==> src/rtl/bmp_pkg.sv <==
// ----------------------------------------------------------------------------
// bmp_pkg
// Shared types and constants of the bone matrix palette.
// ----------------------------------------------------------------------------
package bmp_pkg;

  localparam int MaxBones  = 256;
  localparam int FracBits  = 16;
  localparam int DataW     = 32;
  localparam int ProdW     = 2 * DataW;
  localparam int AccW      = ProdW + 2;
  localparam int NumLanes  = 4;
  localparam int BankDepth = MaxBones * 4;
  localparam int BankAw    = $clog2(BankDepth);
  localparam int CntW      = 3;

  // Phases of one four-term pass, counted from the first read.
  localparam logic [CntW-1:0] CntMulFirst = 3'd1;
  localparam logic [CntW-1:0] CntMulLast  = 3'd4;
  localparam logic [CntW-1:0] CntAccFirst = 3'd2;
  localparam logic [CntW-1:0] CntAccLast  = 3'd5;
  localparam logic [CntW-1:0] CntDone     = 3'd6;

  localparam logic [1:0] RowLast = 2'd3;

  typedef struct packed {
    logic [7:0]              bone_index;
    logic [7:0]              parent_index;
    logic [1:0]              row_index;
    logic signed [DataW-1:0] local_c0;
    logic signed [DataW-1:0] local_c1;
    logic signed [DataW-1:0] local_c2;
    logic signed [DataW-1:0] local_c3;
    logic signed [DataW-1:0] offset_c0;
    logic signed [DataW-1:0] offset_c1;
    logic signed [DataW-1:0] offset_c2;
    logic signed [DataW-1:0] offset_c3;
    logic                    last_bone;
  } in_item_t;

  typedef struct packed {
    logic [7:0]              out_bone;
    logic [1:0]              out_row;
    logic signed [DataW-1:0] final_e0;
    logic signed [DataW-1:0] final_e1;
    logic signed [DataW-1:0] final_e2;
    logic signed [DataW-1:0] final_e3;
    logic                    row_last;
    logic                    range_done;
  } out_item_t;

  typedef struct packed {
    logic mul_en;
    logic acc_en;
    logic first;
  } lane_ctrl_t;

  typedef enum logic [1:0] {
    ST_IDLE,
    ST_ROOT,
    ST_WRITE,
    ST_FINAL
  } state_e;

endpackage

==> src/rtl/bmp_lane.sv <==
// ----------------------------------------------------------------------------
// bmp_lane
// One multiply-accumulate lane: exact four-term dot product, then rounding
// half up and saturation to the fixed-point range.
// ----------------------------------------------------------------------------
module bmp_lane (
  input  logic                              clk_i,
  input  bmp_pkg::lane_ctrl_t               ctrl_i,
  input  logic signed [bmp_pkg::DataW-1:0]  a_i,
  input  logic signed [bmp_pkg::DataW-1:0]  b_i,
  output logic signed [bmp_pkg::DataW-1:0]  res_o
);
  import bmp_pkg::*;

  localparam logic signed [AccW-1:0] SatMax =
    {{(AccW-DataW+1){1'b0}}, {(DataW-1){1'b1}}};
  localparam logic signed [AccW-1:0] SatMin =
    {{(AccW-DataW+1){1'b1}}, {(DataW-1){1'b0}}};
  localparam logic signed [AccW-1:0] Half = AccW'(1) << (FracBits - 1);

  logic signed [ProdW-1:0] prod_q;
  logic signed [AccW-1:0]  acc_q;
  logic signed [AccW-1:0]  prod_ext;
  logic signed [AccW-1:0]  rnd;
  logic signed [AccW-1:0]  shifted;

  assign prod_ext = {{(AccW-ProdW){prod_q[ProdW-1]}}, prod_q};

  always_ff @(posedge clk_i) begin
    if (ctrl_i.mul_en) begin
      // Both operands are signed, so the product is exact at 2*DataW bits.
      prod_q <= a_i * b_i;
    end
    if (ctrl_i.acc_en) begin
      acc_q <= ctrl_i.first ? prod_ext : acc_q + prod_ext;
    end
  end

  always_comb begin
    rnd     = acc_q + Half;
    shifted = rnd >>> FracBits;
    if (shifted > SatMax) begin
      res_o = SatMax[DataW-1:0];
    end else if (shifted < SatMin) begin
      res_o = SatMin[DataW-1:0];
    end else begin
      res_o = shifted[DataW-1:0];
    end
  end

endmodule

==> config.mk <==
export PLATFORM = sky130hd
export DESIGN_NAME = bmp_lane
export DESIGN_NICKNAME = d
export VERILOG_FILES = /design/src/rtl/bmp_pkg.sv /design/src/rtl/bmp_lane.sv
export SDC_FILE = /design/constraint.sdc
export NUM_CORES = 2
export LEC_CHECK = 0
export ABC_AREA = 1
export BUFFER_PORTS_ARGS = -buffer_cell sky130_fd_sc_hd__buf_2
export CORE_ASPECT_RATIO = 1.5
export CORE_UTILIZATION = 30
export CTS_CLUSTER_SIZE = 16
export DETAILED_ROUTE_END_ITERATION = 10
export PLACE_DENSITY = 0.49
export SYNTH_ARGS = -nofsm -noshare
export SYNTH_HDL_FRONTEND = slang
export SYNTH_SLANG_ARGS = --single-unit
==> constraint.sdc <==
create_clock -name clk_i -period 21.7 [get_ports clk_i]
set_clock_uncertainty 0.05 [all_clocks]
set_input_delay 2.17 -clock clk_i [delete_from_list [all_inputs] [get_ports clk_i]]
set_output_delay 2.17 -clock clk_i [all_outputs]
set_load 0.01 [all_outputs]
* Yosys cells after proc, flatten, opt, wreduce, memory -nomap -nowiden *
Cells that the tools add are included.

word-level totals
  bits in registers = 130
  latch bits = 0
  memory bits (writable) = 0
  ROM bits = 0
  input bits = 68
  memories kept = 0

cells by class
  add/sub/neg operators = 2
  multipliers = 1
  divide/modulo/power cells = 0
  magnitude comparators = 2
  equality and inequality tests = 0
  shifts and indexed selects = 0
  muxes and demuxes = 3
  bitwise gates (word level) = 0
  reductions and logical operators = 0

operators with widths
  kind                                                             count
  adder 66 x 17 -> 66 bit, second input constant                   1
  adder 66 x 64 -> 66 bit                                          1
  2-to-1 mux 66 bit                                                1
  multiplier 32 x 32 -> 64 bit                                     1
  2-to-1 mux 32 bit                                                2
  greater-than comparator 50 x 32 -> 1 bit, second input constant  1
  < comparator 50 x 32 -> 1 bit, second input constant             1

* Logic depth before layout (Yosys ltp) *
  depth after elaboration = 4
  depth in mapped cells = 33
  mapped depth without buffers = 32

* Worst setup path before layout *
OpenSTA, ideal clock, no wires.

  path kind = input-to-reg
  start = in a_i[31] in the netlist's numbering
  end = reg prod_q[53], data pin
  arrival time = 8,885 ps
  slack = 12,506 ps
  stages on the path = 26
  path buffers = 1
  cell sequence = clkbuf_1 -> nand2_1 -> inv_1 -> fa_1 -> inv_1 -> fa_1 -> inv_1 -> fa_1 -> fa_1 -> inv_1 -> fa_1 -> inv_1 -> fa_1 -> fa_1 -> fa_1 -> ha_1 -> nand2_1 -> nor2_1 -> inv_1 -> nor2_1 -> inv_1 -> nor3_1 -> o21ai_0 -> nand3_1 -> a21oi_1 -> xnor2_1

on the way
  longest elaborated chain between the ends = 1

RTL lines
  item                          RTL line        source
  from (decl)                   bmp_lane.sv:9   input logic signed [bmp_pkg::DataW-1:0] a_i,
  multiplier 32 x 32 -> 64 bit  bmp_lane.sv:32  prod_q <= a_i * b_i;
  to (signal assigned)          bmp_lane.sv:32
  to (decl)                     bmp_lane.sv:21  logic signed [ProdW-1:0] prod_q;

Every way passes these cells.
A chain may end at the register's enable or synchronous reset.

* Worst setup path after layout *
  start = in b_i[5] in the netlist's numbering
  end = reg prod_q[61], data pin

on the way
  longest elaborated chain between the ends = 1

RTL lines
  item                          RTL line        source
  from (decl)                   bmp_lane.sv:10  input logic signed [bmp_pkg::DataW-1:0] b_i,
  multiplier 32 x 32 -> 64 bit  bmp_lane.sv:32

Every way passes these cells.

==> impl_metrics.tcl <==
set metrics [dict create \
    postCtsHoldBufs 0 \
    fp-row-count 180 \
    start_util 0.303 \
    rsz0062_at_grt "false" \
    finalCritPeriodShare 0.464 \
    rrSetupSlack_ns 18.14 \
    cts_setup_buffers 0 \
    cts_buffers 17 \
    num_vias 39000 \
    hold_ws_ns 0.512 \
    layout_setup_ws_ns 11.62 \
    die_x_um 331 \
    ys_warn_count 0 \
    hold_class "register to register" \
    met2_length_um 89300 \
    synth_top_area_cell "fa_1" \
    clock_latency_ns 0.46 \
    synth-xor-area-share 0.0207 \
    layout.nets 7638 \
    setup.worst_path.start_class "input pin" \
    setup_tns_ns 0 \
    tritoncts "yes" \
    synth_nets 7690 \
    startpoint "b_i[5]" \
    ant_nets 0 \
    maxCapViolations 0 \
    antenna_found_initial 16 \
    crit_fanout 32 \
    timing.rr.end "acc_q[56]" \
    drive_above_1_share 0.0362 \
    io_buffer_count 99 \
    synth_ff_type "edfxtp_1" \
    worst_pin_slew_ns 1.09 \
    cp_data_required_time_ns 21.85 \
    yosysMostFrequentCell "inv_1" \
    drc_errors 0 \
    drv_slew 0 \
    synth-adder-area-share 0.510 \
    drtIter0Drc 1979 \
    setup_viol 0 \
    grt_pass1_wl_um 254000 \
    die_y_um 495 \
    ctsResizeCount 0 \
    ys_seq_area_frac 0.0802 \
    wl_per_cell_um 19.6 \
    clk_path_buf_depth 2 \
    fin_util 0.323 \
    fmax_mhz 99.2 \
    dieArea_um2 164000 \
    hpwlAfterDp_um 138000 \
    fin_crit_ns 10.08 \
    synth_compound_area_frac 0.0457 \
    cts_sinks 130 \
    crit_type "input pin to register" \
    synth_cell_type_count 37 \
    preCtsSetupSlack_ns 11.01 \
    cts-root-buf "clkbuf_16" \
    avgSynthCellArea_um2 7.74 \
    synth_top_family_by_area "adder cells" \
    grt_pass1_vias 44100 \
    synth_area_leaders "fa_1 45%, inv_1 14%, nand2_1 13%" \
    htreeDepth 4 \
    ff2ff_path_depth 17 \
    synth_top_area_frac 0.445 \
    clk_pin_slew_ns 0.06 \
    synth_seq_cells 130 \
    hp-start "prod_q[0]" \
    outcome "complete, no violations" \
    yosys.area_share.simple 0.192 \
    slew_headroom 0.271 \
    synthMuxAreaShare 0 \
    cp-endpoint "prod_q[61]" \
    syn-instance-count 6289 \
    arrival_ns 10.23 \
    vias_per_cell 4.67 \
    hold_viol 0 \
    synth_edf_count 130 \
    synthToLayoutAreaGrowth_pct 6.63 \
    syn_area_um2 48700 \
    endpoint_kind "register" \
    yosys-top-cells-count "1755 x inv_1, 1680 x nand2_1, 1083 x fa_1, 364 x nor2_1, 250 x ha_1" \
    track_usage 0.205 \
    io_pins 100 \
    wl_met1_um 62400 \
    top_layer_used "met5" \
    synthArstFlopShare 0 \
    rr_startpoint "prod_q[0]" \
    grt_max_degree 73 \
    wl_um 163000 \
    first_pass_iters 6 \
    wl_met3_um 4600 \
    gr-total-overflow 0 \
    core_um2 161000 \
    gp_congestion 0.968 \
]
==> cell usage in the layout, fill, tap and decap left out, types with 3 or more instances in the layout <==
master and count:
inv_1 1755, nand2_1 1680, fa_1 1083, nor2_1 364, ha_1 250, a21oi_1 174, nand3_1 153, o21ai_0 132
edfxtp_1 130, buf_2 99, xor2_1 82, buf_4 42, or2_2 39, nand4_1 38, xnor2_1 33, nor3_1 31
a21o_1 25, a31oi_1 23, o21bai_1 18, clkbuf_16 17, o21a_1 13, nor4_1 11, a21boi_0 9, nand3b_1 8
and3_1 6, nor2_2 6, inv_6 5, diode_2 3, nand2_2 3, bufinv_16 3
==> final cells by class <==
cell class	instances	area, µm²
Antenna cell	3	7.51
Clock buffer	17	425
Clock inverter	15	180
Fill cell	17400	109000
Inverter	1756	6590
Multi-Input combinational cell	4191	37400
Sequential cell	130	3900
Tap cell	2093	2620
Timing Repair Buffer	141	811
==> sequential cells by signal (all words and copies together), names as in the netlist <==
| name | cells |
|---|---|
| acc_q | 66 |
| prod_q | 64 |
==> routing by layer <==
metal / track usage / vias up
met3: 0.0133 / 308
li1: - / 18000
met5: 0 / -
met2: 0.397 / 844
met4: 0.0778 / 18
met1: 0.229 / 19800
==> worst max-delay path, cell delays in order <==
cell and delay (ns):
buf_2 0.59, nand2_1 0.27, inv_1 0.15, fa_1 0.39, inv_1 0.23, fa_1 0.45
inv_1 0.21, fa_1 0.50, fa_1 0.85, inv_1 0.38, fa_1 0.57, inv_1 0.05
fa_1 0.52, inv_1 0.05, fa_1 0.47, inv_1 0.06, fa_1 0.45, ha_1 0.36
a21oi_1 0.19, a21boi_0 0.39, o21ai_0 0.16, a31oi_1 0.31, o221a_2 0.27, nand2_1 0.05
nand2_1 0.05, nand2_1 0.05
==> worst min path at each step <==
stage,slack [ns],depth (start not counted),end
after detailed placement,0.50,2,acc_q[13]
after floorplan,0.48,2,acc_q[0]
after global placement,0.49,2,acc_q[0]
final,0.51,2,acc_q[0]
after global routing,0.53,2,acc_q[50]
after CTS,0.52,2,acc_q[50]
==> stage by stage <==
stage | instances | instance area [µm²]
3_5_place_dp | 8311 | 51300
2_1_floorplan | 6289 | 48700
3_3_place_gp | 8311 | 51300
5_1_grt | 8345 | 51900
4_1_cts | 8343 | 51900
6_report | 8346 | 51900
==> logic make-up after synthesis <==
| kind of cell | after synthesis |
|---|---|
| buffers and inverters | 1968 |
| xor gates and xnor gates | 115 |
| DFF | 130 |
| and+or+nand+nor | 2342 |
| AOI/OAI and AO/OA | 401 |
| adders and majority gates | 1333 |
Power is left out: the tool's default activity adds up to more than one toggle a clock period on the data nets, which glitch-free logic cannot reach.
